## src/rtl/core/assert_macros.svh

```systemverilog
// ----------------------------------------------------------------------------
// assertion macros
// concurrent checks that compile away when NO_ASSERTIONS is defined
// ----------------------------------------------------------------------------
`ifndef ASSERT_MACROS_SVH
`define ASSERT_MACROS_SVH

`ifndef NO_ASSERTIONS

// property must hold at every clock edge outside reset
`define ASSERT_ALWAYS(label, clk, rst, prop, msg) \
  label: assert property (@(posedge clk) disable iff (rst) (prop)) else $error(msg);

// consequent must hold in the same cycle as the antecedent
`define ASSERT_IMPLY(label, clk, rst, ante, cons, msg) \
  label: assert property (@(posedge clk) disable iff (rst) (ante) |-> (cons)) else $error(msg);

// consequent must hold in the cycle after the antecedent
`define ASSERT_NEXT(label, clk, rst, ante, cons, msg) \
  label: assert property (@(posedge clk) disable iff (rst) (ante) |=> (cons)) else $error(msg);

`else

`define ASSERT_ALWAYS(label, clk, rst, prop, msg)
`define ASSERT_IMPLY(label, clk, rst, ante, cons, msg)
`define ASSERT_NEXT(label, clk, rst, ante, cons, msg)

`endif

`endif

```

## src/rtl/core/tcw_pkg.sv

```systemverilog
// ----------------------------------------------------------------------------
// tcw_pkg
// shared types, screen geometry and helpers of the text console writer
// ----------------------------------------------------------------------------
package tcw_pkg;

  localparam int COLUMNS = 80;
  localparam int ROWS    = 25;
  localparam int CELLS   = COLUMNS * ROWS;

  localparam int COL_W  = $clog2(COLUMNS);
  localparam int ROW_W  = $clog2(ROWS);
  localparam int ADDR_W = $clog2(CELLS);
  localparam int POS_W  = 11;
  localparam int IDX_W  = 11;
  // wide enough for any linear position and for CELLS itself
  localparam int WIDE_W = ((ADDR_W > POS_W) ? ADDR_W : POS_W) + 1;

  localparam int APB_DATA_W = 32;
  localparam int APB_ADDR_W = 2;

  localparam logic [APB_ADDR_W-1:0] REG_TEXT_ATTR_ADDR = 2'b00;
  localparam logic [7:0]            ATTR_RESET         = 8'h07;
  localparam logic [7:0]            CHAR_NUL           = 8'h00;
  localparam logic [7:0]            CHAR_NEWLINE       = 8'h0A;
  localparam logic                  FUNC_PUT           = 1'b0;
  localparam logic                  FUNC_READ          = 1'b1;

  typedef struct packed {
    logic             func;
    logic [7:0]       char_code;
    logic             end_of_message;
    logic [IDX_W-1:0] cell_index;
  } in_word_t;

  typedef struct packed {
    logic [POS_W-1:0] cursor_pos;
    logic             cursor_valid;
    logic [7:0]       cell_char;
    logic [7:0]       cell_attr;
  } out_word_t;

  typedef struct packed {
    logic [7:0] ch;
    logic [7:0] attr;
  } cell_t;

  typedef struct packed {
    logic              we;
    logic [ADDR_W-1:0] waddr;
    cell_t             wdata;
    logic              re;
    logic [ADDR_W-1:0] raddr;
  } ram_req_t;

  typedef enum logic [3:0] {
    ST_CLEAR  = 4'b0001,
    ST_IDLE   = 4'b0010,
    ST_READ   = 4'b0100,
    ST_SCROLL = 4'b1000
  } state_t;

  // the screen is a ring of rows: logical cell plus top-row base, modulo CELLS
  function automatic logic [ADDR_W-1:0] phys_addr(input logic [ADDR_W-1:0] lin,
                                                  input logic [ADDR_W-1:0] base);
    logic [ADDR_W:0] sum;
    sum = {1'b0, lin} + {1'b0, base};
    if (sum >= (ADDR_W+1)'(CELLS)) begin
      sum = sum - (ADDR_W+1)'(CELLS);
    end
    return sum[ADDR_W-1:0];
  endfunction

endpackage

```

## src/rtl/core/tcw_ctrl.sv

```systemverilog
// ----------------------------------------------------------------------------
// tcw_ctrl
// cursor, scroll base, screen clearing and read sequencing, output register
// ----------------------------------------------------------------------------
`include "assert_macros.svh"

module tcw_ctrl (
  input  logic               clk,
  input  logic               rst,
  input  logic               in_valid,
  output logic               in_ready,
  input  tcw_pkg::in_word_t  in_data,
  output logic               out_valid,
  input  logic               out_ready,
  output tcw_pkg::out_word_t out_data,
  input  logic [7:0]         text_attribute,
  output tcw_pkg::ram_req_t  ram_req,
  input  tcw_pkg::cell_t     ram_rdata
);
  import tcw_pkg::*;

  state_t            state, state_next;
  logic [ADDR_W-1:0] clr_addr;
  logic [COL_W-1:0]  scr_cnt;
  logic [COL_W-1:0]  cur_col, col_next;
  logic [ROW_W-1:0]  cur_row, row_next;
  logic [ADDR_W-1:0] row_start, row_start_next;
  logic [ADDR_W-1:0] base, base_next;
  logic [ADDR_W:0]   base_sum;
  logic              skip, skip_next;
  logic              rd_hit;

  logic              in_fire, is_put, do_print, do_nl, adv, do_scroll;
  logic              at_last_col, at_last_row;
  logic [ADDR_W-1:0] cur_lin;
  logic [WIDE_W-1:0] pos_now, pos_next, idx_wide;
  logic              idx_hit;

  assign in_ready = (state == ST_IDLE) && (!out_valid || out_ready);
  assign in_fire  = in_valid && in_ready;
  assign is_put   = (in_data.func == FUNC_PUT);

  assign do_print = is_put && !skip && (in_data.char_code != CHAR_NUL) &&
                    (in_data.char_code != CHAR_NEWLINE);
  assign do_nl    = is_put && !skip && (in_data.char_code == CHAR_NEWLINE);

  assign at_last_col = (cur_col == COL_W'(COLUMNS - 1));
  assign at_last_row = (cur_row == ROW_W'(ROWS - 1));
  assign adv         = do_nl || (do_print && at_last_col);
  assign do_scroll   = adv && at_last_row;

  assign cur_lin = row_start + ADDR_W'(cur_col);

  // cursor, scroll base and skip flag after a put word
  always_comb begin
    col_next       = cur_col;
    row_next       = cur_row;
    row_start_next = row_start;
    base_next      = base;
    base_sum       = {1'b0, base} + (ADDR_W+1)'(COLUMNS);
    if (adv) begin
      col_next = '0;
    end else if (do_print) begin
      col_next = cur_col + 1'b1;
    end
    if (adv && !at_last_row) begin
      row_next       = cur_row + 1'b1;
      row_start_next = row_start + ADDR_W'(COLUMNS);
    end
    // scrolling moves the top of the ring down one row
    if (do_scroll) begin
      base_next = (base_sum >= (ADDR_W+1)'(CELLS)) ? '0 : base_sum[ADDR_W-1:0];
    end
    if (in_data.end_of_message) begin
      skip_next = 1'b0;
    end else if (is_put && !skip && (in_data.char_code == CHAR_NUL)) begin
      skip_next = 1'b1;
    end else begin
      skip_next = skip;
    end
  end

  assign pos_now  = WIDE_W'(row_start) + WIDE_W'(cur_col);
  assign pos_next = WIDE_W'(row_start_next) + WIDE_W'(col_next);
  assign idx_wide = WIDE_W'(in_data.cell_index);
  assign idx_hit  = (idx_wide < WIDE_W'(CELLS));

  always_comb begin
    ram_req       = '0;
    ram_req.raddr = phys_addr(idx_wide[ADDR_W-1:0], base);
    case (state)
      ST_CLEAR: begin
        ram_req.we    = 1'b1;
        ram_req.waddr = clr_addr;
      end
      ST_IDLE: begin
        if (in_fire && do_print) begin
          ram_req.we         = 1'b1;
          ram_req.waddr      = phys_addr(cur_lin, base);
          ram_req.wdata.ch   = in_data.char_code;
          ram_req.wdata.attr = text_attribute;
        end
        ram_req.re = in_fire && !is_put && idx_hit;
      end
      ST_SCROLL: begin
        // base already moved, so row_start plus base is the freed row
        ram_req.we    = 1'b1;
        ram_req.waddr = phys_addr(row_start + ADDR_W'(scr_cnt), base);
      end
      default: begin
        ram_req.we = 1'b0;
      end
    endcase
  end

  always_comb begin
    state_next = state;
    case (state)
      ST_CLEAR: begin
        if (clr_addr == ADDR_W'(CELLS - 1)) state_next = ST_IDLE;
      end
      ST_IDLE: begin
        if (in_fire) begin
          if (!is_put) begin
            state_next = ST_READ;
          end else if (do_scroll) begin
            state_next = ST_SCROLL;
          end
        end
      end
      ST_READ: begin
        state_next = ST_IDLE;
      end
      ST_SCROLL: begin
        if (scr_cnt == COL_W'(COLUMNS - 1)) state_next = ST_IDLE;
      end
      default: begin
        state_next = ST_IDLE;
      end
    endcase
  end

  always_ff @(posedge clk) begin
    if (rst) begin
      state     <= ST_CLEAR;
      clr_addr  <= '0;
      scr_cnt   <= '0;
      cur_col   <= '0;
      cur_row   <= '0;
      row_start <= '0;
      base      <= '0;
      skip      <= 1'b0;
    end else begin
      state <= state_next;
      if (state == ST_CLEAR) begin
        clr_addr <= clr_addr + 1'b1;
      end
      if (state == ST_SCROLL) begin
        scr_cnt <= scr_cnt + 1'b1;
      end else begin
        scr_cnt <= '0;
      end
      if (in_fire && is_put) begin
        cur_col   <= col_next;
        cur_row   <= row_next;
        row_start <= row_start_next;
        base      <= base_next;
        skip      <= skip_next;
      end
    end
  end

  always_ff @(posedge clk) begin
    if (in_fire && !is_put) begin
      rd_hit <= idx_hit;
    end
  end

  // output register: put words load at accept, read words in the cycle after
  always_ff @(posedge clk) begin
    if (rst) begin
      out_valid <= 1'b0;
    end else if ((in_fire && is_put) || (state == ST_READ)) begin
      out_valid <= 1'b1;
    end else if (out_ready) begin
      out_valid <= 1'b0;
    end
  end

  always_ff @(posedge clk) begin
    if (in_fire && is_put) begin
      out_data.cursor_pos   <= pos_next[POS_W-1:0];
      out_data.cursor_valid <= in_data.end_of_message;
      out_data.cell_char    <= '0;
      out_data.cell_attr    <= '0;
    end else if (state == ST_READ) begin
      out_data.cursor_pos   <= pos_now[POS_W-1:0];
      out_data.cursor_valid <= 1'b0;
      out_data.cell_char    <= rd_hit ? ram_rdata.ch : '0;
      out_data.cell_attr    <= rd_hit ? ram_rdata.attr : '0;
    end
  end

  `ASSERT_ALWAYS(a_cursor_range, clk, rst, (int'(cur_col) < COLUMNS) && (int'(cur_row) < ROWS), "cursor outside the screen")
  `ASSERT_ALWAYS(a_row_start, clk, rst, int'(row_start) == int'(cur_row) * COLUMNS, "row start out of step with cursor row")
  `ASSERT_ALWAYS(a_base_range, clk, rst, int'(base) < CELLS, "scroll base beyond the screen")
  `ASSERT_IMPLY(a_read_slot, clk, rst, state == ST_READ, !out_valid, "read data lands on a full output register")
  `ASSERT_NEXT(a_scroll_entry, clk, rst, in_fire && do_scroll, (state == ST_SCROLL) && (scr_cnt == '0) && (int'(cur_row) == ROWS - 1), "scroll did not start on the bottom row")

endmodule

```

## config.mk

```make
export PLATFORM = sky130hd
export DESIGN_NAME = tcw_ctrl
export DESIGN_NICKNAME = d
export VERILOG_FILES = /design/src/rtl/core/tcw_pkg.sv /design/src/rtl/core/tcw_ctrl.sv
export VERILOG_INCLUDE_DIRS = /design/src /design/src/rtl/core
export SDC_FILE = /design/constraint.sdc
export NUM_CORES = 1
export LEC_CHECK = 0
export BUFFER_PORTS_ARGS = -buffer_cell sky130_fd_sc_hd__buf_4
export CORE_AREA = 2 2 124 126
export DETAILED_ROUTE_END_ITERATION = 10
export DIE_AREA = 0 0 126 128
export GPL_TIMING_DRIVEN = 0
export HOLD_SLACK_MARGIN = 0.15
export SLEW_MARGIN = 0
export SYNTH_ARGS = -nofsm -noshare
export SYNTH_HDL_FRONTEND = slang
export SYNTH_SLANG_ARGS = --single-unit
```

## constraint.sdc

```tcl
create_clock -name clk -period 4.64 [get_ports clk]
set_input_delay 0 -clock clk [delete_from_list [all_inputs] [get_ports clk]]
set_output_delay 0 -clock clk [all_outputs]
set_load 0.02 [all_outputs]
```

# Word level (Yosys, flattened, before mapping)
# Cells that the tools add are included.
dict set report word_totals {
  regBits 87
  input_bits 49
  out_inout_bits 70
  elab_cells 107
}
dict set report classes {
  addsub 16
  n_lt_le_gt_ge 5
  n_eq_ne 14
  muxes 25
  bitwise_logic 2
  reduce_logical 31
}
# cell count
set ops {}
lappend ops {{two-way mux 28 bit} 3}
lappend ops {{two-way mux 11 bit} 5}
lappend ops {{>= comparator 12 x 11 -> 1 bit, second input constant} 4}
lappend ops {{adder 11 x 7 -> 11 bit} 4}
lappend ops {{adder 11 x 11 -> 12 bit} 3}
lappend ops {{one-hot mux 11 bit (3 select lines)} 1}
lappend ops {{subtractor 11 bit, second input constant} 3}
lappend ops {{two-way mux 4 bit} 5}
lappend ops {{two-way mux 17 bit} 1}
lappend ops {{two-way mux 8 bit} 2}
lappend ops {{adder 7 x 1 -> 7 bit, second input constant} 2}
lappend ops {{equality test 7 bit, second input constant} 2}
lappend ops {{logical AND 1 bit} 14}
lappend ops {{two-way mux 7 bit} 2}
lappend ops {{adder 11 x 7 -> 12 bit, second input constant} 1}
lappend ops {{one-hot mux 4 bit (3 select lines)} 1}
lappend ops {{adder 11 x 1 -> 11 bit, second input constant} 1}
lappend ops {{adder 11 x 7 -> 11 bit, second input constant} 1}
lappend ops {{equality test 11 bit, second input constant} 1}
lappend ops {{< comparator 11 bit, second input constant} 1}
lappend ops {{equality test 8 x 4 -> 1 bit, second input constant} 1}
lappend ops {{logical NOT 8 bit} 1}
lappend ops {{!= test 8 x 4 -> 1 bit, second input constant} 1}
lappend ops {{nonzero test 8 bit} 1}
lappend ops {{other kinds (17)} 32}

# Logic depth before layout (Yosys ltp)
# Gate-level depths: netlist of the first run.
dict set report depth {
  word_depth 11
  depth_mapped 15
  ltp_nobuf 15
}

# Worst setup path after synthesis of the first run
# OpenSTA, ideal clock, no wires.
dict set report synth_timing {
  kind {register -> output}
  start {register row_start[5]}
  end {output ram_req[33] in the netlist's numbering}
  t_arrival_ps 3551
  slack_ps 1089
  stages_incl_launch_ff 15
  n_path_buf 1
  cell_sequence {dfxtp_1 -> ha_1 -> a21o_1 -> a21oi_1 -> xnor2_1 -> ha_1 -> clkbuf_1 -> o21ai_0 -> nor2_1 -> o41ai_1 -> xnor2_1 -> a41oi_1 -> mux2_2 -> a22oi_1 -> o21ai_0}
}
# element line
set synth_lines {}
lappend synth_lines {{start, declared} tcw_ctrl.sv:27} ;# logic [ADDR_W-1:0] row_start, row_start_next;
lappend synth_lines {{start signal, assigned} tcw_ctrl.sv:166} ;# row_start <= row_start_next;
lappend synth_lines {{end, declared} tcw_ctrl.sv:17} ;# output tcw_pkg::ram_req_t ram_req,

==> results.cfg, run 1 <==
[floorplan]
num_io_pins = 119
rows = 45
core_um2 = 14900
dieArea_um2 = 16100
die_h_um = 128
die_w_um = 126
initial_core_util_pct = 38.8

[critical_path]
cp.arrival_ns = 4.31
worstSetupEndpointType = output port
path_max_fanout = 9
r2r_slack_ns = 0.53
r2r_start = cur_col[0]$_SDFFE_PP0P_
required_ns = 4.64
path_class = flip-flop to output port
critPathLaunchType = flip-flop
r2r_cells = 14
r2r_end = out_data[25]$_DFFE_PP_

[cts]
clockRootBuffer = clkbuf_16
cts_buffers = 9
cts_max_level = 3
insertion_delay_ns = 0.35
clk_pin_slew_ns = 0.07
ctsLongestPathBuffers = 2
cts_sinks = 79
postCtsSetupBuffers = 0
tritoncts = done

[final_layout]
antenna_cells = 0
drive_gt1_share_pct = 18.2
finalCoreUtilization_pct = 49.9
instances_no_fill = 1035
design_area_um2 = 7420
layout.nets = 942
area_growth_syn_to_layout_pct = 28.7

[route]
first_pass_iters = 5
drtIter0Drc = 362
drc = 0
wl_per_cell_um = 16.2
via_count = 5591
postRouteAntennaNets = 0
finalWirelength_um = 16700
viasPerCell = 5.40

[grt]
grtUsageMet3_pct = 3.13
grt_usage_pct = 20.2
use_met1_pct = 27.1
grt_overflow_total = 0
grt_start_max_net_pins = 16
grtUsageMet2_pct = 33.5
antenna_found_initial = 0
grt_pass1_vias = 5312
grt_pass1_wl_um = 26500
top_usage_layer = met2

[min_path]
min_path_cells = 2
hp-class = input port to flip-flop
holdPathEnd = rd_hit$_DFFE_PP_
hp-start = in_data[4]

[sta]
fin_worst_skew_ns = 0.0106
maxSlewViolCount = 0
rsz0062_at_grt = no
period_needed_ns = 4.31
hold_viol = 0
period_share_pct = 93.0
setup_viol = 0
hold_ws_ns = 0.231
relSlewSlack_pct = 37.0
fmax_ghz = 0.232
worst_pin_slew_ns = 0.937
finalSetupTns_ns = 0

[placement]
place.detailed.hpwl_um = 12800
gp_congestion = 0.918
dp_cells = 996
postPlaceCellArea_um2 = 6890
port_buffers = 117

[pwr]
cellPowerDensity_nw_per_um2 = 220
swShare_pct = 27.5
p_sw_mw = 0.449
pwr-share-seq_pct = 44.2
peakVddDrop_mv = 0.228
power_frac_clock_pct = 41.5
intPower_mw = 1.19
comb_power_share_pct = 14.3
leakage_nw = 3.22

[yosys]
syn-cell-area_um2 = 5760
ys_types = 65
ys.flop_type = dfxtp_1
syn_area_per_cell_um2 = 8.35
ys.warnings.count = 0
synth_edf_count = 13
synth-seq-cells = 79
syn_nets = 790
syn_inst = 690
ys_seq_area_share_pct = 29.7
async_reset_ff_share_pct = 0

[run_status]
status = finished, final reports clean

[run]
max-cap-violations = 0
[kinds of logic (layout without fill, tap and decap cells)]
family | Yosys count | count (layout) | share of synthesized area (%)
DFF | 79 | 79 | 29.7
buffers and inverters | 59 | 216 | 3.99
xor gates and xnor gates | 80 | 80 | 12.2
muxes | 6 | 6 | 1.11
adders and majority gates | 52 | 52 | 11.6
AOI/OAI and AO/OA | 159 | 159 | 18.5
and+or+nand+nor | 255 | 255 | 22.9
[power groups by stage]
stage          clock (mW)  combinational [mW]  sequential (mW)
6_report            0.679               0.234            0.723
5_1_grt             0.725               0.251            0.724
4_1_cts             0.699               0.231            0.722
3_5_place_dp            0               0.215            0.738
3_3_place_gp            0               0.211            0.736
2_1_floorplan           0               0.121            0.735
[metrics by stage]
step | setup slack, ns | power (mW)
2_1_floorplan | 1.09 | 0.856
3_3_place_gp | 0.472 | 0.947
3_5_place_dp | 0.410 | 0.953
4_1_cts | 0.0185 | 1.65
5_1_grt | 0.0727 | 1.70
6_report | 0.327 | 1.64
[cell type report]
| class | count | area [µm²] |
|---|---|---|
| plain buffers | 32 | 129 |
| clock buffers | 9 | 225 |
| clock inverters | 7 | 56.3 |
| fillers | 1436 | 7440 |
| inverters | 27 | 101 |
| multi-input cells | 552 | 3850 |
| flip-flops and latches | 79 | 1710 |
| well taps | 188 | 235 |
| repair buffers | 141 | 1120 |
[state kept, by name (all words and copies together), names as in the netlist]
name       count
row_start      7
cur_col        7
state          4
out_data      28
clr_addr      11
skip           1
cur_row        5
scr_cnt        7
out_valid      1
base           7
rd_hit         1
[cell usage in the layout, fill, tap and decap left out, types with 15 or more instances in the layout]
cell type,n
clkbuf_1,28
nor2_1,80
a21oi_1,40
inv_1,27
a22o_1,18
and3_1,22
dlygate4sd3_1,23
nand3_1,15
xnor2_1,41
buf_4,120
o21ai_0,37
dfxtp_1,66
xor2_1,39
nand2_1,49
ha_1,48
[timing repair]
action | CTS | global route
gates resized for setup | 0 | 2
hold buffers | 22 | 1
endpoints found under the setup margin | 0 | 5
hold endpoints to repair | 24 | 1
[critical path: stages (launching register included)]
cell and delay (ns):
dfxtp_1 0.55, ha_1 0.31, a21o_1 0.19, a21oi_2 0.27, xnor2_1 0.12, ha_1 0.29, clkbuf_1 0.28, nand2_1 0.08
o21ai_0 0.28, xor2_1 0.36, a41oi_2 0.32, or4_1 0.54, nand4_1 0.10, nand4_1 0.10, buf_4 0.17
[per-layer routing]
layer / routed length [µm] / part of all wire [%] / vias up
met5: 0 / 0 / -
met4: 289 / 1.7 / 0
met3: 715 / 4.3 / 25
met2: 7830 / 47 / 148
met1: 7910 / 47 / 2619
li1: - / - / 2799
[synthesized netlist by cell type (3+ instances only)]
library cell   n  share of area, %
clkbuf_1      28               1.8
nand4b_1       3              0.46
o21ai_0       37               3.2
a41oi_1        3              0.46
nor3b_1        3              0.39
nor4_1         4              0.43
ha_1          48                10
nand2_1       49               3.2
nand3_1       15               1.3
a31oi_1        4              0.43
mux2_2         3              0.59
a221o_1        3              0.52
nor4bb_1       4              0.69
mux2i_1        3              0.52
and2_1         7              0.76
a22oi_1        5              0.65
xor2_1        39               5.9
inv_1         27               1.8
a22o_1        18               2.7
fa_1           3               1.0
nand3b_1       6              0.78
nor3_1        13               1.1
nand2b_1       7              0.76
or4_1          4              0.52
xnor2_1       41               6.2
and3_1        22               2.4
nand4_1        9              0.98
or3_1          7              0.76
o31ai_1        7              0.91
a222oi_1       3              0.52
o21a_1         6              0.78
a21oi_1       41               3.6
a21o_1        11               1.4
nor4b_1        6              0.91
dfxtp_1       66                23
nor2b_1        5              0.54
nor2_1        80               5.2
and4_1         3              0.46
edfxtp_1      13               6.8
o221ai_1       3              0.46
[worst max path at each step]
stage	startpoint	cells after the start	to
floorplan	row_start[5]$_SDFFE_PP0P_	14	ram_req[33]
global placement	row_start[5]$_SDFFE_PP0P_	15	ram_req[33]
detailed placement	row_start[5]$_SDFFE_PP0P_	15	ram_req[33]
CTS	row_start[5]$_SDFFE_PP0P_	15	ram_req[33]
global route	row_start[5]$_SDFFE_PP0P_	14	ram_req[35]
finish	row_start[5]$_SDFFE_PP0P_	14	ram_req[35]
Note: power is estimated with default switching activity, not from simulation.
==> inputs of run 2 (changes only) <==
--- a/config.mk
+++ b/config.mk
@@ -12,7 +12,7 @@
 export DIE_AREA = 0 0 126 128
 export GPL_TIMING_DRIVEN = 0
 export HOLD_SLACK_MARGIN = 0.15
-export SLEW_MARGIN = 0
+export MAX_ROUTING_LAYER = met4
 export SYNTH_ARGS = -nofsm -noshare
 export SYNTH_HDL_FRONTEND = slang
 export SYNTH_SLANG_ARGS = --single-unit
==> run 2 against run 1 <==
Sequential share of layout area is 0.22 points lower; highest routed layer unchanged; die area stayed put; via count is 0.11% higher; critical endpoint is now ram_req[37]; sequential power hardly changed; clock skew is 0.00067 ns lower; flip-flop and latch count stayed put; critical path depth stayed put; clock-buffer cell count is 3 higher.
==> results.cfg, run 2 (same netlist as run 1, synthesis figures left out) <==
[run_status]
status = finished, final reports clean

[sta]
hold_viol = 0
worst_pin_slew_ns = 1.02
finalSetupTns_ns = 0
rsz0062_at_grt = no
setup_viol = 0
worst_slack_ns = 0.285
hold_ws_ns = 0.287
period_share_pct = 93.9
maxSlewViolCount = 0
period_needed_ns = 4.36
relSlewSlack_pct = 30.8
fin_worst_skew_ns = 0.00991
fmax_ghz = 0.230

[cts]
tritoncts = done
clk_pin_slew_ns = 0.06
cts_buffers = 9
insertion_delay_ns = 0.35
ctsLongestPathBuffers = 2
cts_sinks = 79
cts_max_level = 3
clockRootBuffer = clkbuf_16

[floorplan]
core_um2 = 14900
num_io_pins = 119
die_h_um = 128
rows = 45
die_w_um = 126
dieArea_um2 = 16100
initial_core_util_pct = 38.8

[final_layout]
antenna_cells = 0
drive_gt1_share_pct = 18.2
final_common_cell = buf_4
design_area_um2 = 7490
layout.nets = 943
reg_top3 = out_data: 28 flops, clr_addr: 11 flops
final_cell_mix = buf_4 (120), nor2_1 (80), dfxtp_1 (66), nand2_1 (49), ha_1 (48)
top_register = out_data
area_growth_syn_to_layout_pct = 30.0
largest_reg_flops = 28

[min_path]
hp-class = input port to output port
holdPathEnd = ram_req[3]
hp-start = in_data[3]
min_path_cells = 3

[route]
first_pass_iters = 5
viasPerCell = 5.40
finalWirelength_um = 16700
drtIter0Drc = 356
wl_per_cell_um = 16.1
postRouteAntennaNets = 0
via_count = 5597
drc = 0

[pwr]
peakVddDrop_mv = 0.204
leakage_nw = 3.24
cellPowerDensity_nw_per_um2 = 234

[critical_path]
critPathLaunch = row_start[5]$_SDFFE_PP0P_
path_max_fanout = 9
cpPeakStageDelay_ns = 0.54
path_depth = 14
r2r_slack_ns = 0.56
r2r_cells = 14
r2r_end = out_data[25]$_DFFE_PP_
critPathLaunchType = flip-flop
cp_cell_sequence = ha_1, a21o_1, a21oi_2, xnor2_1, ha_1, clkbuf_1, nand2_1, o21ai_0, xor2_1, a41oi_4, nor3b_1, xor2_1, a221o_1, buf_4
worstSetupEndpointType = output port
cp.arrival_ns = 4.36
r2r_start = cur_col[0]$_SDFFE_PP0P_
cpMaxStageDelayCell = dfxtp_1
crit_buf_inv = 2
required_ns = 4.64
cp_top_family = compound AO/OA/AOI/OAI gates
path_class = flip-flop to output port

[grt]
grt_start_max_net_pins = 15
grt_pass1_vias = 5200
grt_overflow_total = 0
antenna_found_initial = 0
grt_usage_pct = 20.9
grt_pass1_wl_um = 26600

[placement]
place_ws_ns = 0.393
port_buffers = 117
place.detailed.hpwl_um = 12900
postPlaceCellArea_um2 = 6900
gp_congestion = 0.924

[run]
max-cap-violations = 0
==> run 2: worst min-delay path: cells and delay by family <==
| family | cells | cell delay [ns] |
|---|---|---|
| buffers and inverters | 3 | 0.29 |
==> run 2: report_power, final <==
part           switching [mW]  internal (mW)  total (mW)
registers              0.0141          0.708       0.723
logic                   0.125          0.110       0.235
clock network           0.299          0.501       0.800
==> run 2: through the flow <==
stage | std cells | power, mW | util [%]
global route | 1036 | 1.82 | 50.4
finish | 1036 | 1.76 | 50.4
CTS | 1036 | 1.78 | 50.3
floorplan | 690 | 0.856 | -
detailed placement | 997 | 0.956 | 46.4
global placement | 995 | 0.947 | 46.3
==> run 2: worst max-delay path by stage <==
stage                       end  slack, ns
floorplan           ram_req[33]       1.09
global placement    ram_req[33]       0.48
detailed placement  ram_req[33]       0.39
CTS                 ram_req[33]       0.22
global route        ram_req[33]       0.07
finish              ram_req[37]       0.28
==> run 2: routing by layer <==
layer	track usage, %	vias to the layer above	share of wire (%)	wire, µm
li1	-	2800	-	-
met3	3.80	17	4.1	685
met2	33.2	116	47	7930
met5	-	-	0	0
met1	27.7	2664	47	7850
met4	5.30	0	1.4	240
==> run 2: final cells by class <==
| type | instances | area (µm²) |
|---|---|---|
| buffer | 32 | 129 |
| clock buffer | 12 | 289 |
| clock inverter | 4 | 55.1 |
| fill | 1422 | 7370 |
| inverter | 27 | 101 |
| multi-input combinational | 552 | 3850 |
| sequential | 79 | 1710 |
| tap | 188 | 235 |
| timing repair buffer | 142 | 1120 |
==> run 2: what timing repair did <==
action | 4_1_cts | 5_1_grt
setup endpoints to repair | 1 | 4
buffers inserted | 0 | 0
hold buffers | 23 | 0
hold endpoints to repair | 24 | 0
gates resized for setup | 1 | 2
