[config.mk]
export PLATFORM = sky130hd
export DESIGN_NAME = tcw_apb_regs
export DESIGN_NICKNAME = d
export VERILOG_FILES = /design/src/rtl/core/assert_macros.svh /design/src/rtl/core/tcw_pkg.sv /design/src/rtl/core/tcw_apb_regs.sv
export SDC_FILE = /design/constraint.sdc
export NUM_CORES = 1
export LEC_CHECK = 0
export BUFFER_PORTS_ARGS = -buffer_cell sky130_fd_sc_hd__buf_2
export CAP_MARGIN = 15
export CORE_MARGIN = 4
export CORE_UTILIZATION = 32
export CTS_BUF_LIST = sky130_fd_sc_hd__clkbuf_4 sky130_fd_sc_hd__clkbuf_8
export DETAILED_ROUTE_END_ITERATION = 8
export GPL_ROUTABILITY_DRIVEN = 0
export PLACE_DENSITY = 0.85
export SYNTH_ARGS = -nofsm -noshare
export SYNTH_HDL_FRONTEND = slang
export SYNTH_SLANG_ARGS = --single-unit
[constraint.sdc]
create_clock -name clk -period 0.8 [get_ports clk]
set_input_delay 0.04 -clock clk [delete_from_list [all_inputs] [get_ports clk]]
set_output_delay 0.04 -clock clk [all_outputs]
set_load 0.01 [all_outputs]
[src/rtl/core/assert_macros.svh]
// ----------------------------------------------------------------------------
// assertion macros
// concurrent checks that compile away when NO_ASSERTIONS is defined
// ----------------------------------------------------------------------------
`ifndef ASSERT_MACROS_SVH
`define ASSERT_MACROS_SVH

`ifndef NO_ASSERTIONS

// property must hold at every clock edge outside reset
`define ASSERT_ALWAYS(label, clk, rst, prop, msg) \
  label: assert property (@(posedge clk) disable iff (rst) (prop)) else $error(msg);

// consequent must hold in the same cycle as the antecedent
`define ASSERT_IMPLY(label, clk, rst, ante, cons, msg) \
  label: assert property (@(posedge clk) disable iff (rst) (ante) |-> (cons)) else $error(msg);

// consequent must hold in the cycle after the antecedent
`define ASSERT_NEXT(label, clk, rst, ante, cons, msg) \
  label: assert property (@(posedge clk) disable iff (rst) (ante) |=> (cons)) else $error(msg);

`else

`define ASSERT_ALWAYS(label, clk, rst, prop, msg)
`define ASSERT_IMPLY(label, clk, rst, ante, cons, msg)
`define ASSERT_NEXT(label, clk, rst, ante, cons, msg)

`endif

`endif

[src/rtl/core/tcw_pkg.sv]
// ----------------------------------------------------------------------------
// tcw_pkg
// shared types, screen geometry and helpers of the text console writer
// ----------------------------------------------------------------------------
package tcw_pkg;

  localparam int COLUMNS = 80;
  localparam int ROWS    = 25;
  localparam int CELLS   = COLUMNS * ROWS;

  localparam int COL_W  = $clog2(COLUMNS);
  localparam int ROW_W  = $clog2(ROWS);
  localparam int ADDR_W = $clog2(CELLS);
  localparam int POS_W  = 11;
  localparam int IDX_W  = 11;
  // wide enough for any linear position and for CELLS itself
  localparam int WIDE_W = ((ADDR_W > POS_W) ? ADDR_W : POS_W) + 1;

  localparam int APB_DATA_W = 32;
  localparam int APB_ADDR_W = 2;

  localparam logic [APB_ADDR_W-1:0] REG_TEXT_ATTR_ADDR = 2'b00;
  localparam logic [7:0]            ATTR_RESET         = 8'h07;
  localparam logic [7:0]            CHAR_NUL           = 8'h00;
  localparam logic [7:0]            CHAR_NEWLINE       = 8'h0A;
  localparam logic                  FUNC_PUT           = 1'b0;
  localparam logic                  FUNC_READ          = 1'b1;

  typedef struct packed {
    logic             func;
    logic [7:0]       char_code;
    logic             end_of_message;
    logic [IDX_W-1:0] cell_index;
  } in_word_t;

  typedef struct packed {
    logic [POS_W-1:0] cursor_pos;
    logic             cursor_valid;
    logic [7:0]       cell_char;
    logic [7:0]       cell_attr;
  } out_word_t;

  typedef struct packed {
    logic [7:0] ch;
    logic [7:0] attr;
  } cell_t;

  typedef struct packed {
    logic              we;
    logic [ADDR_W-1:0] waddr;
    cell_t             wdata;
    logic              re;
    logic [ADDR_W-1:0] raddr;
  } ram_req_t;

  typedef enum logic [3:0] {
    ST_CLEAR  = 4'b0001,
    ST_IDLE   = 4'b0010,
    ST_READ   = 4'b0100,
    ST_SCROLL = 4'b1000
  } state_t;

  // the screen is a ring of rows: logical cell plus top-row base, modulo CELLS
  function automatic logic [ADDR_W-1:0] phys_addr(input logic [ADDR_W-1:0] lin,
                                                  input logic [ADDR_W-1:0] base);
    logic [ADDR_W:0] sum;
    sum = {1'b0, lin} + {1'b0, base};
    if (sum >= (ADDR_W+1)'(CELLS)) begin
      sum = sum - (ADDR_W+1)'(CELLS);
    end
    return sum[ADDR_W-1:0];
  endfunction

endpackage

[src/rtl/core/tcw_apb_regs.sv]
// ----------------------------------------------------------------------------
// tcw_apb_regs
// apb slave holding the text attribute register
// ----------------------------------------------------------------------------
module tcw_apb_regs (
  input  logic                           clk,
  input  logic                           rst,
  input  logic                           psel,
  input  logic                           penable,
  input  logic                           pwrite,
  input  logic [tcw_pkg::APB_ADDR_W-1:0] paddr,
  input  logic [tcw_pkg::APB_DATA_W-1:0] pwdata,
  output logic [tcw_pkg::APB_DATA_W-1:0] prdata,
  output logic                           pready,
  output logic [7:0]                     text_attribute
);
  import tcw_pkg::*;

  assign pready = 1'b1;

  // single register: every write lands in it
  always_ff @(posedge clk) begin
    if (rst) begin
      text_attribute <= ATTR_RESET;
    end else if (psel && penable && pwrite) begin
      text_attribute <= pwdata[7:0];
    end
  end

  assign prdata = (paddr == REG_TEXT_ATTR_ADDR) ? APB_DATA_W'(text_attribute) : '0;

endmodule

### Yosys cells after proc, flatten, opt, wreduce, memory -nomap -nowiden

Index checks and enable logic that the tools add are counted.

| cells by class | value |
|---|---|
| multiplexer cells | 1 |
| reductions and logical operators | 3 |

Operators with widths:

| operator | number |
|---|---|
| two-way mux 8 bit | 1 |
| logical AND 1 bit | 2 |
| zero test 2 bit | 1 |

| word-level totals | value |
|---|---|
| output and inout port bits | 41 |
| bits of input ports | 39 |
| register bits after elaboration | 8 |
| logic and storage cells | 5 |

### Logic depth before layout (Yosys ltp)

Gate-level depths: netlist of the first run.

| depth | value |
|---|---|
| depth after elaboration | 2 |
| mapped depth | 3 |
| depth with buffers taken out | 2 |

### Least setup slack after synthesis of the first run

No wires, ideal clock.

| timing path | value |
|---|---|
| path kind | flip-flop to flip-flop |
| start point | reg, netlist name text_attribute[0] |
| end point | reg text_attribute[0] |
| required time | 0.681 ns |
| setup slack | 0.204 ns |
| stages on the path, launching flop included | 3 |
| path buffers | 0 |
| setup time | 0.119 ns |
| data arrival time | 0.477 ns |
| clock period less this slack | 0.596 ns |
| cell sequence | dfxtp_1 nor2_1 mux2i_1 |

RTL lines:

| item | RTL line | source |
|---|---|---|
| end signal, assigned | tcw_apb_regs.sv:26 | `text_attribute <= pwdata[7:0];` |
| end, declared | tcw_apb_regs.sv:15 | `output logic [7:0] text_attribute` |

### Worst setup path in the final report of the first run

| timing path | value |
|---|---|
| start point | reg text_attribute[2] |
| end point | out prdata[2] (netlist bit) |

| on the way | value |
|---|---|
| cells in the longest elaborated chain, start to end | 1 |

Ends and longest elaborated chain:

| item | RTL line | source |
|---|---|---|
| two-way mux 8 bit | tcw_apb_regs.sv:30 | `assign prdata = (paddr == REG_TEXT_ATTR_ADDR) ? APB_DATA_W'(text_attribute) : '0;` |
| end, declared | tcw_apb_regs.sv:13 | `output logic [tcw_pkg::APB_DATA_W-1:0] prdata,` |

Every way passes these cells.

==> report_table.html, run 1 <==
<table>
<tr><th>Metric</th><th>Value</th></tr>
<tr><th colspan="2">Min path</th></tr>
<tr><td>Worst Min Path Start</td><td>pwdata[7]</td></tr>
<tr><td>Path type of the worst min-delay path</td><td>in -&gt; reg</td></tr>
<tr><th colspan="2">GRT</th></tr>
<tr><td>Congestion Overflow GR</td><td>0</td></tr>
<tr><td>Vias in the first global route</td><td>405</td></tr>
<tr><td>Number of antenna violations at the first check in global routing</td><td>0</td></tr>
<tr><td>First-pass GRT wire length</td><td>1.77 mm</td></tr>
<tr><td>Global-route usage over all layers</td><td>under 10%</td></tr>
<tr><td>Pin count of the biggest net entering global routing</td><td>17</td></tr>
<tr><th colspan="2">Power</th></tr>
<tr><td>Total power per unit cell area</td><td>1220 nW/um2</td></tr>
<tr><td>Switching power share of the total</td><td>a little under 30%</td></tr>
<tr><td>Share of power burned in registers</td><td>43.3%</td></tr>
<tr><td>Part of the total power dissipated in the clock network</td><td>33.0%</td></tr>
<tr><td>Switching power total</td><td>0.000286 W</td></tr>
<tr><td>Cell internal pwr</td><td>0.000694 W</td></tr>
<tr><td>Max IR drop VDD</td><td>0.501 mV</td></tr>
<tr><td>Leak</td><td>0.419 nW</td></tr>
<tr><td>Combinational power share</td><td>a little under a quarter</td></tr>
<tr><th colspan="2">Logic synthesis</th></tr>
<tr><td>Number of synthesized register bits</td><td>8</td></tr>
<tr><td>Synthesis warning total</td><td>0</td></tr>
<tr><td>Avg Synthesized Cell Area</td><td>8.41 um2</td></tr>
<tr><td>Number of standard cells after synthesis</td><td>a little over 70</td></tr>
<tr><td>Sequential cell area fraction in the yosys report</td><td>a little over a quarter</td></tr>
<tr><td>Mapped cell area</td><td>just under 600 um2</td></tr>
<tr><td>Count of different cell masters after synthesis</td><td>10</td></tr>
<tr><th colspan="2">Floorplan</th></tr>
<tr><td>Area of the placeable core</td><td>about 1700 um2</td></tr>
<tr><td>Io pins</td><td>80</td></tr>
<tr><td>Placement row count</td><td>15</td></tr>
<tr><td>Initial core utilization</td><td>34.2%</td></tr>
<tr><td>DIE WIDTH</td><td>around 51 um</td></tr>
<tr><td>Total die area</td><td>between 2000 and 3000 um2</td></tr>
<tr><td>Vert. Die Dim</td><td>51.2 um</td></tr>
<tr><th colspan="2">CTS</th></tr>
<tr><td>Clk sink count</td><td>8</td></tr>
<tr><td>H-tree levels</td><td>1</td></tr>
<tr><td>Clock Latency Late Sink</td><td>0.25 ns</td></tr>
<tr><td>CTS Buffer Depth</td><td>2</td></tr>
<tr><td>Number of buffers created by CTS</td><td>3</td></tr>
<tr><td>TritonCTS clock tree</td><td>done</td></tr>
<tr><td>Register clock-pin slew on the reported worst setup and hold paths</td><td>0.06 ns</td></tr>
<tr><td>Root buffer cell</td><td>sky130_fd_sc_hd__clkbuf_4</td></tr>
<tr><th colspan="2">Critical path</th></tr>
<tr><td>Kind of launch point of the worst setup path</td><td>flop</td></tr>
<tr><td>Worst setup path startpoint</td><td>text_attribute[2]</td></tr>
<tr><td>Category of the critical setup timing path</td><td>reg -&gt; out</td></tr>
<tr><td>WP data required</td><td>0.76 ns</td></tr>
<tr><td>Startpoint of the worst register-to-register path</td><td>text_attribute[7]</td></tr>
<tr><td>Type of element capturing the critical path</td><td>primary output</td></tr>
<tr><td>Arrival time reported for the critical path endpoint</td><td>0.83 ns</td></tr>
<tr><td>Maximum fanout count along the critical path</td><td>3</td></tr>
<tr><th colspan="2">Finish</th></tr>
<tr><td>Synthesis-to-layout area growth</td><td>35.0%</td></tr>
<tr><td>Number of flip-flops in the largest register</td><td>8</td></tr>
<tr><td>Total number of nets in the final design</td><td>147</td></tr>
<tr><td>Final instance area</td><td>806 um2</td></tr>
<tr><td>Most frequent standard cell in the layout excluding fill and tap cells</td><td>sky130_fd_sc_hd__conb_1</td></tr>
<tr><td>Number of antenna repair diodes</td><td>0</td></tr>
<tr><td>Leading registers by flop count</td><td>text_attribute x8</td></tr>
<tr><td>Commonest cells after routing, fill and taps aside</td><td>25 x sky130_fd_sc_hd__conb_1, 24 x sky130_fd_sc_hd__buf_2, 10 x sky130_fd_sc_hd__nand2b_1</td></tr>
<tr><td>Register with the most flip-flops</td><td>text_attribute</td></tr>
<tr><td>Ratio of cells with drive above 1 in the final layout</td><td>48.1%</td></tr>
<tr><td>Post-route core utilization</td><td>46.2%</td></tr>
<tr><td>Final non-filler cell total</td><td>131</td></tr>
<tr><th colspan="2">Detailed routing</th></tr>
<tr><td>Iteration-0 DRC Markers</td><td>0</td></tr>
<tr><td>Routed vias/inst</td><td>3.60</td></tr>
<tr><td>Post-route ant nets</td><td>0</td></tr>
<tr><td>Routed WL</td><td>1.32 mm</td></tr>
<tr><td>Average wire per standard cell</td><td>10.1 um</td></tr>
<tr><td>First-pass iteration count of the detailed router</td><td>1</td></tr>
<tr><td>Via count</td><td>472</td></tr>
<tr><td>Total DRC errors in the routed layout</td><td>0</td></tr>
<tr><th colspan="2">STA</th></tr>
<tr><td>Timing-limited maximum frequency</td><td>1150 MHz</td></tr>
<tr><td>Post-route clock period utilization</td><td>109%</td></tr>
<tr><td>Max-slew violation count</td><td>0</td></tr>
<tr><td>Final critical-path setup slack</td><td>-0.0700 ns</td></tr>
<tr><td>Final worst hold slack</td><td>0.0326 ns</td></tr>
<tr><td>Worst Skew</td><td>0 ns</td></tr>
<tr><td>Final hold viol count</td><td>0</td></tr>
<tr><td>RSZ-0062 raised after global routing</td><td>yes</td></tr>
<tr><td>Total of endpoints with negative setup slack in the final report</td><td>10</td></tr>
<tr><td>Post-layout min period</td><td>roughly 0.87 ns</td></tr>
<tr><th colspan="2">Run status</th></tr>
<tr><td>Failing checks</td><td>negative setup slack</td></tr>
<tr><td>Status</td><td>complete, but fails checks</td></tr>
<tr><th colspan="2">Run</th></tr>
<tr><td>Count of maximum capacitance violations</td><td>0</td></tr>
<tr><th colspan="2">Place</th></tr>
<tr><td>Instance area after placement</td><td>696 um2</td></tr>
<tr><td>Detailed Place HPWL</td><td>979 um</td></tr>
<tr><td>Number of port buffers</td><td>30</td></tr>
<tr><td>Cell count after placement</td><td>125</td></tr>
</table>
==> stage by stage <==
stage          setup TNS (ns)  power (W)  setup WS, ns
3_5_place_dp                0   0.000634        0.0658
2_1_floorplan               0   0.000645         0.204
4_1_cts                -0.696   0.000988       -0.0874
3_3_place_gp                0   0.000630        0.0950
5_1_grt                -0.885    0.00105        -0.103
6_report               -0.555   0.000979       -0.0700
==> final timing paths <==
check | end | slack, ns | cells past startpoint
worst max-delay path | prdata[2] | -0.07 | 2
worst min-delay path | text_attribute[7] | 0.03 | 3
worst max register to register | text_attribute[7] | 0.02 | 4
worst min register to register | text_attribute[3] | 0.48 | 2
==> power by group through the flow <==
stage	Combinational, W	Clock, W	Sequential [W]
2_1_floorplan	0.000208	0	0.000437
3_3_place_gp	0.000201	0	0.000429
3_5_place_dp	0.000204	0	0.000430
4_1_cts	0.000215	0.000349	0.000423
5_1_grt	0.000256	0.000366	0.000426
6_report	0.000232	0.000323	0.000425
==> final cells by class <==
class	instances	area (um2)
fill	195	940
clock buffer	3	22.5
timing repair buffer	36	253
multi-input combinational	59	329
sequential	8	170
tap	25	31.3
==> kinds of logic (layout without fill, tap and decap cells) <==
| logic type | after synthesis | in the layout | synth area share, % |
|---|---|---|---|
| flip-flops | 8 | 8 | 26.8 |
| other | 2 | 25 | 1.26 |
| AND/OR/NAND/NOR | 26 | 26 | 24.3 |
| multiplexers | 8 | 8 | 13.4 |
| buffers and inverters | 27 | 39 | 34.2 |
==> worst max-delay path, stage by stage, from the launching register on <==
cell                      delay (ns)
sky130_fd_sc_hd__dfxtp_2        0.32
sky130_fd_sc_hd__and2_1         0.12
sky130_fd_sc_hd__buf_2          0.13
==> routing by layer <==
metal	vias up	share of wire (%)	track usage [%]
met5	-	0	0
met4	0	0	5.38
met3	0	13	3.21
met2	33	51	16.3
met1	198	37	9.14
li1	241	-	-
==> cells in the mapped netlist, drive strengths merged <==
master	n	share of area, %
nor2	7	4.4
and2	8	8.4
mux2i	8	13
conb	2	1.3
dfxtp	8	27
and3	1	1.0
nand2b	10	10
buf	27	34
==> repair_timing <==
| item | in CTS | in global routing |
|---|---|---|
| setup endpoints to repair | 8 | 10 |
| buffers inserted | 2 | 1 |
| hold buffers | 0 | 0 |
| endpoints found under the hold margin | 0 | 0 |
| gates resized for setup | 11 | 9 |
(Power assumes the default switching activity.)
==> run 2: changes to the inputs <==
--- a/config.mk
+++ b/config.mk
@@ -7,12 +7,14 @@
 export LEC_CHECK = 0
 export BUFFER_PORTS_ARGS = -buffer_cell sky130_fd_sc_hd__buf_2
 export CAP_MARGIN = 15
+export CELL_PAD_IN_SITES_DETAIL_PLACEMENT = 1
+export CELL_PAD_IN_SITES_GLOBAL_PLACEMENT = 1
 export CORE_MARGIN = 4
-export CORE_UTILIZATION = 32
+export CORE_UTILIZATION = 19
 export CTS_BUF_LIST = sky130_fd_sc_hd__clkbuf_4 sky130_fd_sc_hd__clkbuf_8
 export DETAILED_ROUTE_END_ITERATION = 8
 export GPL_ROUTABILITY_DRIVEN = 0
-export PLACE_DENSITY = 0.85
+export PLACE_DENSITY = 0.83
 export SYNTH_ARGS = -nofsm -noshare
 export SYNTH_HDL_FRONTEND = slang
 export SYNTH_SLANG_ARGS = --single-unit
==> report_table.html, run 2 (synthesis gave the netlist of run 1 again) <==
<table>
<tr><th>Metric</th><th>Value</th></tr>
<tr><th colspan="2">Finish</th></tr>
<tr><td>Post-route core utilization</td><td>27.0% (was 46.2%)</td></tr>
<tr><td>Total number of nets in the final design</td><td>147 (unchanged)</td></tr>
<tr><td>Leading registers by flop count</td><td>text_attribute x8 (unchanged)</td></tr>
<tr><td>Synthesis-to-layout area growth</td><td>36.9% (was 35.0%)</td></tr>
<tr><td>Number of flip-flops in the largest register</td><td>8 (unchanged)</td></tr>
<tr><td>Register with the most flip-flops</td><td>text_attribute (unchanged)</td></tr>
<tr><td>Filler cells</td><td>379 (was 195)</td></tr>
<tr><td>Most frequent standard cell in the layout excluding fill and tap cells</td><td>sky130_fd_sc_hd__conb_1 (unchanged)</td></tr>
<tr><td>Ratio of cells with drive above 1 in the final layout</td><td>48.1% (unchanged)</td></tr>
<tr><td>Commonest cells after routing, fill and taps aside</td><td>25 x sky130_fd_sc_hd__conb_1, 24 x sky130_fd_sc_hd__buf_2, 10 x sky130_fd_sc_hd__nand2b_1 (unchanged)</td></tr>
<tr><td>Number of antenna repair diodes</td><td>0 (unchanged)</td></tr>
<tr><th colspan="2">STA</th></tr>
<tr><td>Worst Skew</td><td>0 ns (unchanged)</td></tr>
<tr><td>Total of endpoints with negative setup slack in the final report</td><td>10 (unchanged)</td></tr>
<tr><td>Sum Neg Setup Slack</td><td>-0.501 ns (was -0.555 ns)</td></tr>
<tr><td>Final critical-path setup slack</td><td>-0.0683 ns (was -0.0700 ns)</td></tr>
<tr><td>Final hold viol count</td><td>0 (unchanged)</td></tr>
<tr><td>Timing-limited maximum frequency</td><td>1150 MHz (about the same)</td></tr>
<tr><td>RSZ-0062 raised after global routing</td><td>yes (unchanged)</td></tr>
<tr><td>Max-slew violation count</td><td>0 (unchanged)</td></tr>
<tr><td>Post-layout min period</td><td>0.868 ns (was 0.870 ns)</td></tr>
<tr><td>Post-route clock period utilization</td><td>109% (about the same)</td></tr>
<tr><th colspan="2">Floorplan</th></tr>
<tr><td>Vert. Die Dim</td><td>64.0 um (was 51.2 um)</td></tr>
<tr><td>Placement row count</td><td>20 (was 15)</td></tr>
<tr><td>Total die area</td><td>4100 um2 (was 2620 um2)</td></tr>
<tr><td>DIE WIDTH</td><td>64.0 um (was 51.2 um)</td></tr>
<tr><td>Area of the placeable core</td><td>3030 um2 (was 1750 um2)</td></tr>
<tr><td>Io pins</td><td>80 (unchanged)</td></tr>
<tr><td>Initial core utilization</td><td>19.7% (was 34.2%)</td></tr>
<tr><th colspan="2">GRT</th></tr>
<tr><td>Congestion Overflow GR</td><td>0 (unchanged)</td></tr>
<tr><td>Number of antenna violations at the first check in global routing</td><td>0 (unchanged)</td></tr>
<tr><td>Vias in the first global route</td><td>440 (was 405)</td></tr>
<tr><td>Pin count of the biggest net entering global routing</td><td>17 (unchanged)</td></tr>
<tr><td>Global-route usage over all layers</td><td>6.63% (was 9.19%)</td></tr>
<tr><td>First-pass GRT wire length</td><td>2.10 mm (was 1.77 mm)</td></tr>
<tr><th colspan="2">Min path</th></tr>
<tr><td>Path type of the worst min-delay path</td><td>in -&gt; reg (unchanged)</td></tr>
<tr><th colspan="2">Critical path</th></tr>
<tr><td>R2r endpoint</td><td>text_attribute[2] (was text_attribute[7])</td></tr>
<tr><td>Kind of launch point of the worst setup path</td><td>flop (unchanged)</td></tr>
<tr><td>Number of buffer and inverter instances along the worst setup path</td><td>1 (unchanged)</td></tr>
<tr><td>Startpoint of the worst register-to-register path</td><td>text_attribute[2] (was text_attribute[7])</td></tr>
<tr><td>Maximum fanout count along the critical path</td><td>2 (was 3)</td></tr>
<tr><td>Category of the critical setup timing path</td><td>reg -&gt; out (unchanged)</td></tr>
<tr><td>Kind of cell adding the most delay to the critical path</td><td>flip-flops (unchanged)</td></tr>
<tr><td>Flop-to-flop setup slack</td><td>0.08 ns (was 0.02 ns)</td></tr>
<tr><td>Sequence of cells on the critical path</td><td>and2_1 -&gt; buf_2 (unchanged)</td></tr>
<tr><td>Slowest library cell on the worst path</td><td>sky130_fd_sc_hd__dfxtp_2 (unchanged)</td></tr>
<tr><td>Arrival time reported for the critical path endpoint</td><td>0.83 ns (about the same)</td></tr>
<tr><td>Number of cells on the critical path</td><td>2 (unchanged)</td></tr>
<tr><td>Critical path capture point</td><td>prdata[6] (was prdata[2])</td></tr>
<tr><td>WP data required</td><td>0.76 ns (about the same)</td></tr>
<tr><td>Delay of the slowest cell on the worst path</td><td>0.32 ns (about the same)</td></tr>
<tr><td>Type of element capturing the critical path</td><td>primary output (unchanged)</td></tr>
<tr><td>R2R cell count</td><td>3 (was 4)</td></tr>
<tr><td>Worst setup path startpoint</td><td>text_attribute[6] (was text_attribute[2])</td></tr>
<tr><th colspan="2">Detailed routing</th></tr>
<tr><td>Post-route ant nets</td><td>0 (unchanged)</td></tr>
<tr><td>Routed wl met2</td><td>631 um (was 669 um)</td></tr>
<tr><td>Iteration-0 DRC Markers</td><td>4 (was 0)</td></tr>
<tr><td>Via count</td><td>475 (was 472)</td></tr>
<tr><td>Average wire per standard cell</td><td>9.40 um (was 10.1 um)</td></tr>
<tr><td>Wire length on met1</td><td>551 um (was 483 um)</td></tr>
<tr><td>Total DRC errors in the routed layout</td><td>0 (unchanged)</td></tr>
<tr><td>Amount of wire on met3 after detailed routing</td><td>227 um (was 170 um)</td></tr>
<tr><td>First-pass iteration count of the detailed router</td><td>2 (was 1)</td></tr>
<tr><td>Routed vias/inst</td><td>3.17 (was 3.60)</td></tr>
<tr><td>Uppermost layer routed</td><td>met3 (unchanged)</td></tr>
<tr><td>Routed WL</td><td>1.41 mm (was 1.32 mm)</td></tr>
<tr><th colspan="2">Power</th></tr>
<tr><td>Leak</td><td>0.416 nW (was 0.419 nW)</td></tr>
<tr><td>Total power per unit cell area</td><td>1170 nW/um2 (was 1220 nW/um2)</td></tr>
<tr><td>Total power</td><td>0.000957 W (was 0.000979 W)</td></tr>
<tr><td>Combinational power share</td><td>24.1% (was 23.7%)</td></tr>
<tr><td>Share of power burned in registers</td><td>44.5% (was 43.3%)</td></tr>
<tr><td>Switching power share of the total</td><td>27.7% (was 29.2%)</td></tr>
<tr><td>Part of the total power dissipated in the clock network</td><td>31.4% (was 33.0%)</td></tr>
<tr><td>Max IR drop VDD</td><td>0.370 mV (was 0.501 mV)</td></tr>
<tr><td>Switching power total</td><td>0.000265 W (was 0.000286 W)</td></tr>
<tr><td>Cell internal pwr</td><td>0.000691 W (was 0.000694 W)</td></tr>
<tr><th colspan="2">CTS</th></tr>
<tr><td>Clock Latency Late Sink</td><td>0.24 ns (was 0.25 ns)</td></tr>
<tr><td>Number of hold buffers added after CTS</td><td>0 (unchanged)</td></tr>
<tr><td>TritonCTS clock tree</td><td>done (unchanged)</td></tr>
<tr><td>H-tree levels</td><td>1 (unchanged)</td></tr>
<tr><td>Register clock-pin slew on the reported worst setup and hold paths</td><td>0.06 ns (about the same)</td></tr>
<tr><td>Number of buffers created by CTS</td><td>3 (unchanged)</td></tr>
<tr><td>Root buffer cell</td><td>sky130_fd_sc_hd__clkbuf_4 (unchanged)</td></tr>
<tr><td>Clk sink count</td><td>8 (unchanged)</td></tr>
<tr><td>CTS Buffer Depth</td><td>2 (unchanged)</td></tr>
<tr><th colspan="2">Place</th></tr>
<tr><td>Detailed Place HPWL</td><td>1.12 mm (was 979 um)</td></tr>
<tr><td>Number of port buffers</td><td>30 (unchanged)</td></tr>
<tr><th colspan="2">Run status</th></tr>
<tr><td>Status</td><td>complete, but fails checks (unchanged)</td></tr>
<tr><td>Failing checks</td><td>negative setup slack (unchanged)</td></tr>
<tr><th colspan="2">Run</th></tr>
<tr><td>Count of maximum capacitance violations</td><td>0 (unchanged)</td></tr>
</table>
-- run 2: per-stage QoR --
step           instances  area, um2  hold slack, ns  setup WS (ns)
3_5_place_dp         142        692           0.313         -0.125
3_3_place_gp         142        692           0.300        -0.0604
6_report             150        817          0.0467        -0.0683
4_1_cts              147        746          0.0406        -0.0886
5_1_grt              150        817          0.0612         -0.108
2_1_floorplan         94        683           0.195          0.204
-- run 2: layer usage --
metal | vias to the layer above | global-route usage [%]
li1 | 238 | -
met2 | 31 | 10.6
met3 | 0 | 3.87
met5 | - | 0
met4 | 0 | 2.43
met1 | 206 | 7.23
-- run 2: worst register-to-register path, stage by stage (launching register included) --
cell                      delay (ns)
sky130_fd_sc_hd__dfxtp_2        0.32
sky130_fd_sc_hd__buf_4          0.12
sky130_fd_sc_hd__nor2_1         0.09
sky130_fd_sc_hd__mux2i_1        0.06
-- run 2: final cells by class --
cell class | instances | area, um2 | share of cell area (%)
multi-input combinational | 59 | 329 | 40.3
tap | 44 | 55.1 | 6.74
clock buffer | 3 | 22.5 | 2.76
sequential | 8 | 170 | 20.8
timing repair buffer | 36 | 240 | 29.4
-- run 2: what timing repair did --
| action | 4_1_cts | 5_1_grt |
|---|---|---|
| endpoints found under the setup margin | 11 | 9 |
| pin swaps | 1 | 0 |
| resized for setup | 9 | 11 |
| buffers inserted | 2 | 3 |
-- run 2: worst min path at each step --
| stage | from | end | depth (start not counted) |
|---|---|---|---|
| 2_1_floorplan | pwdata[7] | text_attribute[7] | 2 |
| 3_3_place_gp | pwdata[1] | text_attribute[1] | 3 |
| 3_5_place_dp | pwdata[2] | text_attribute[2] | 3 |
| 4_1_cts | pwdata[7] | text_attribute[7] | 3 |
| 5_1_grt | pwdata[3] | text_attribute[3] | 3 |
| 6_report | pwdata[4] | text_attribute[4] | 3 |
-- run 2: power groups by stage --
| stage | registers, W | logic (W) | clock network (W) |
|---|---|---|---|
| 2_1_floorplan | 0.000437 | 0.000208 | 0 |
| 3_3_place_gp | 0.000433 | 0.000191 | 0 |
| 3_5_place_dp | 0.000432 | 0.000193 | 0 |
| 4_1_cts | 0.000425 | 0.000202 | 0.000326 |
| 5_1_grt | 0.000427 | 0.000256 | 0.000349 |
| 6_report | 0.000425 | 0.000231 | 0.000301 |
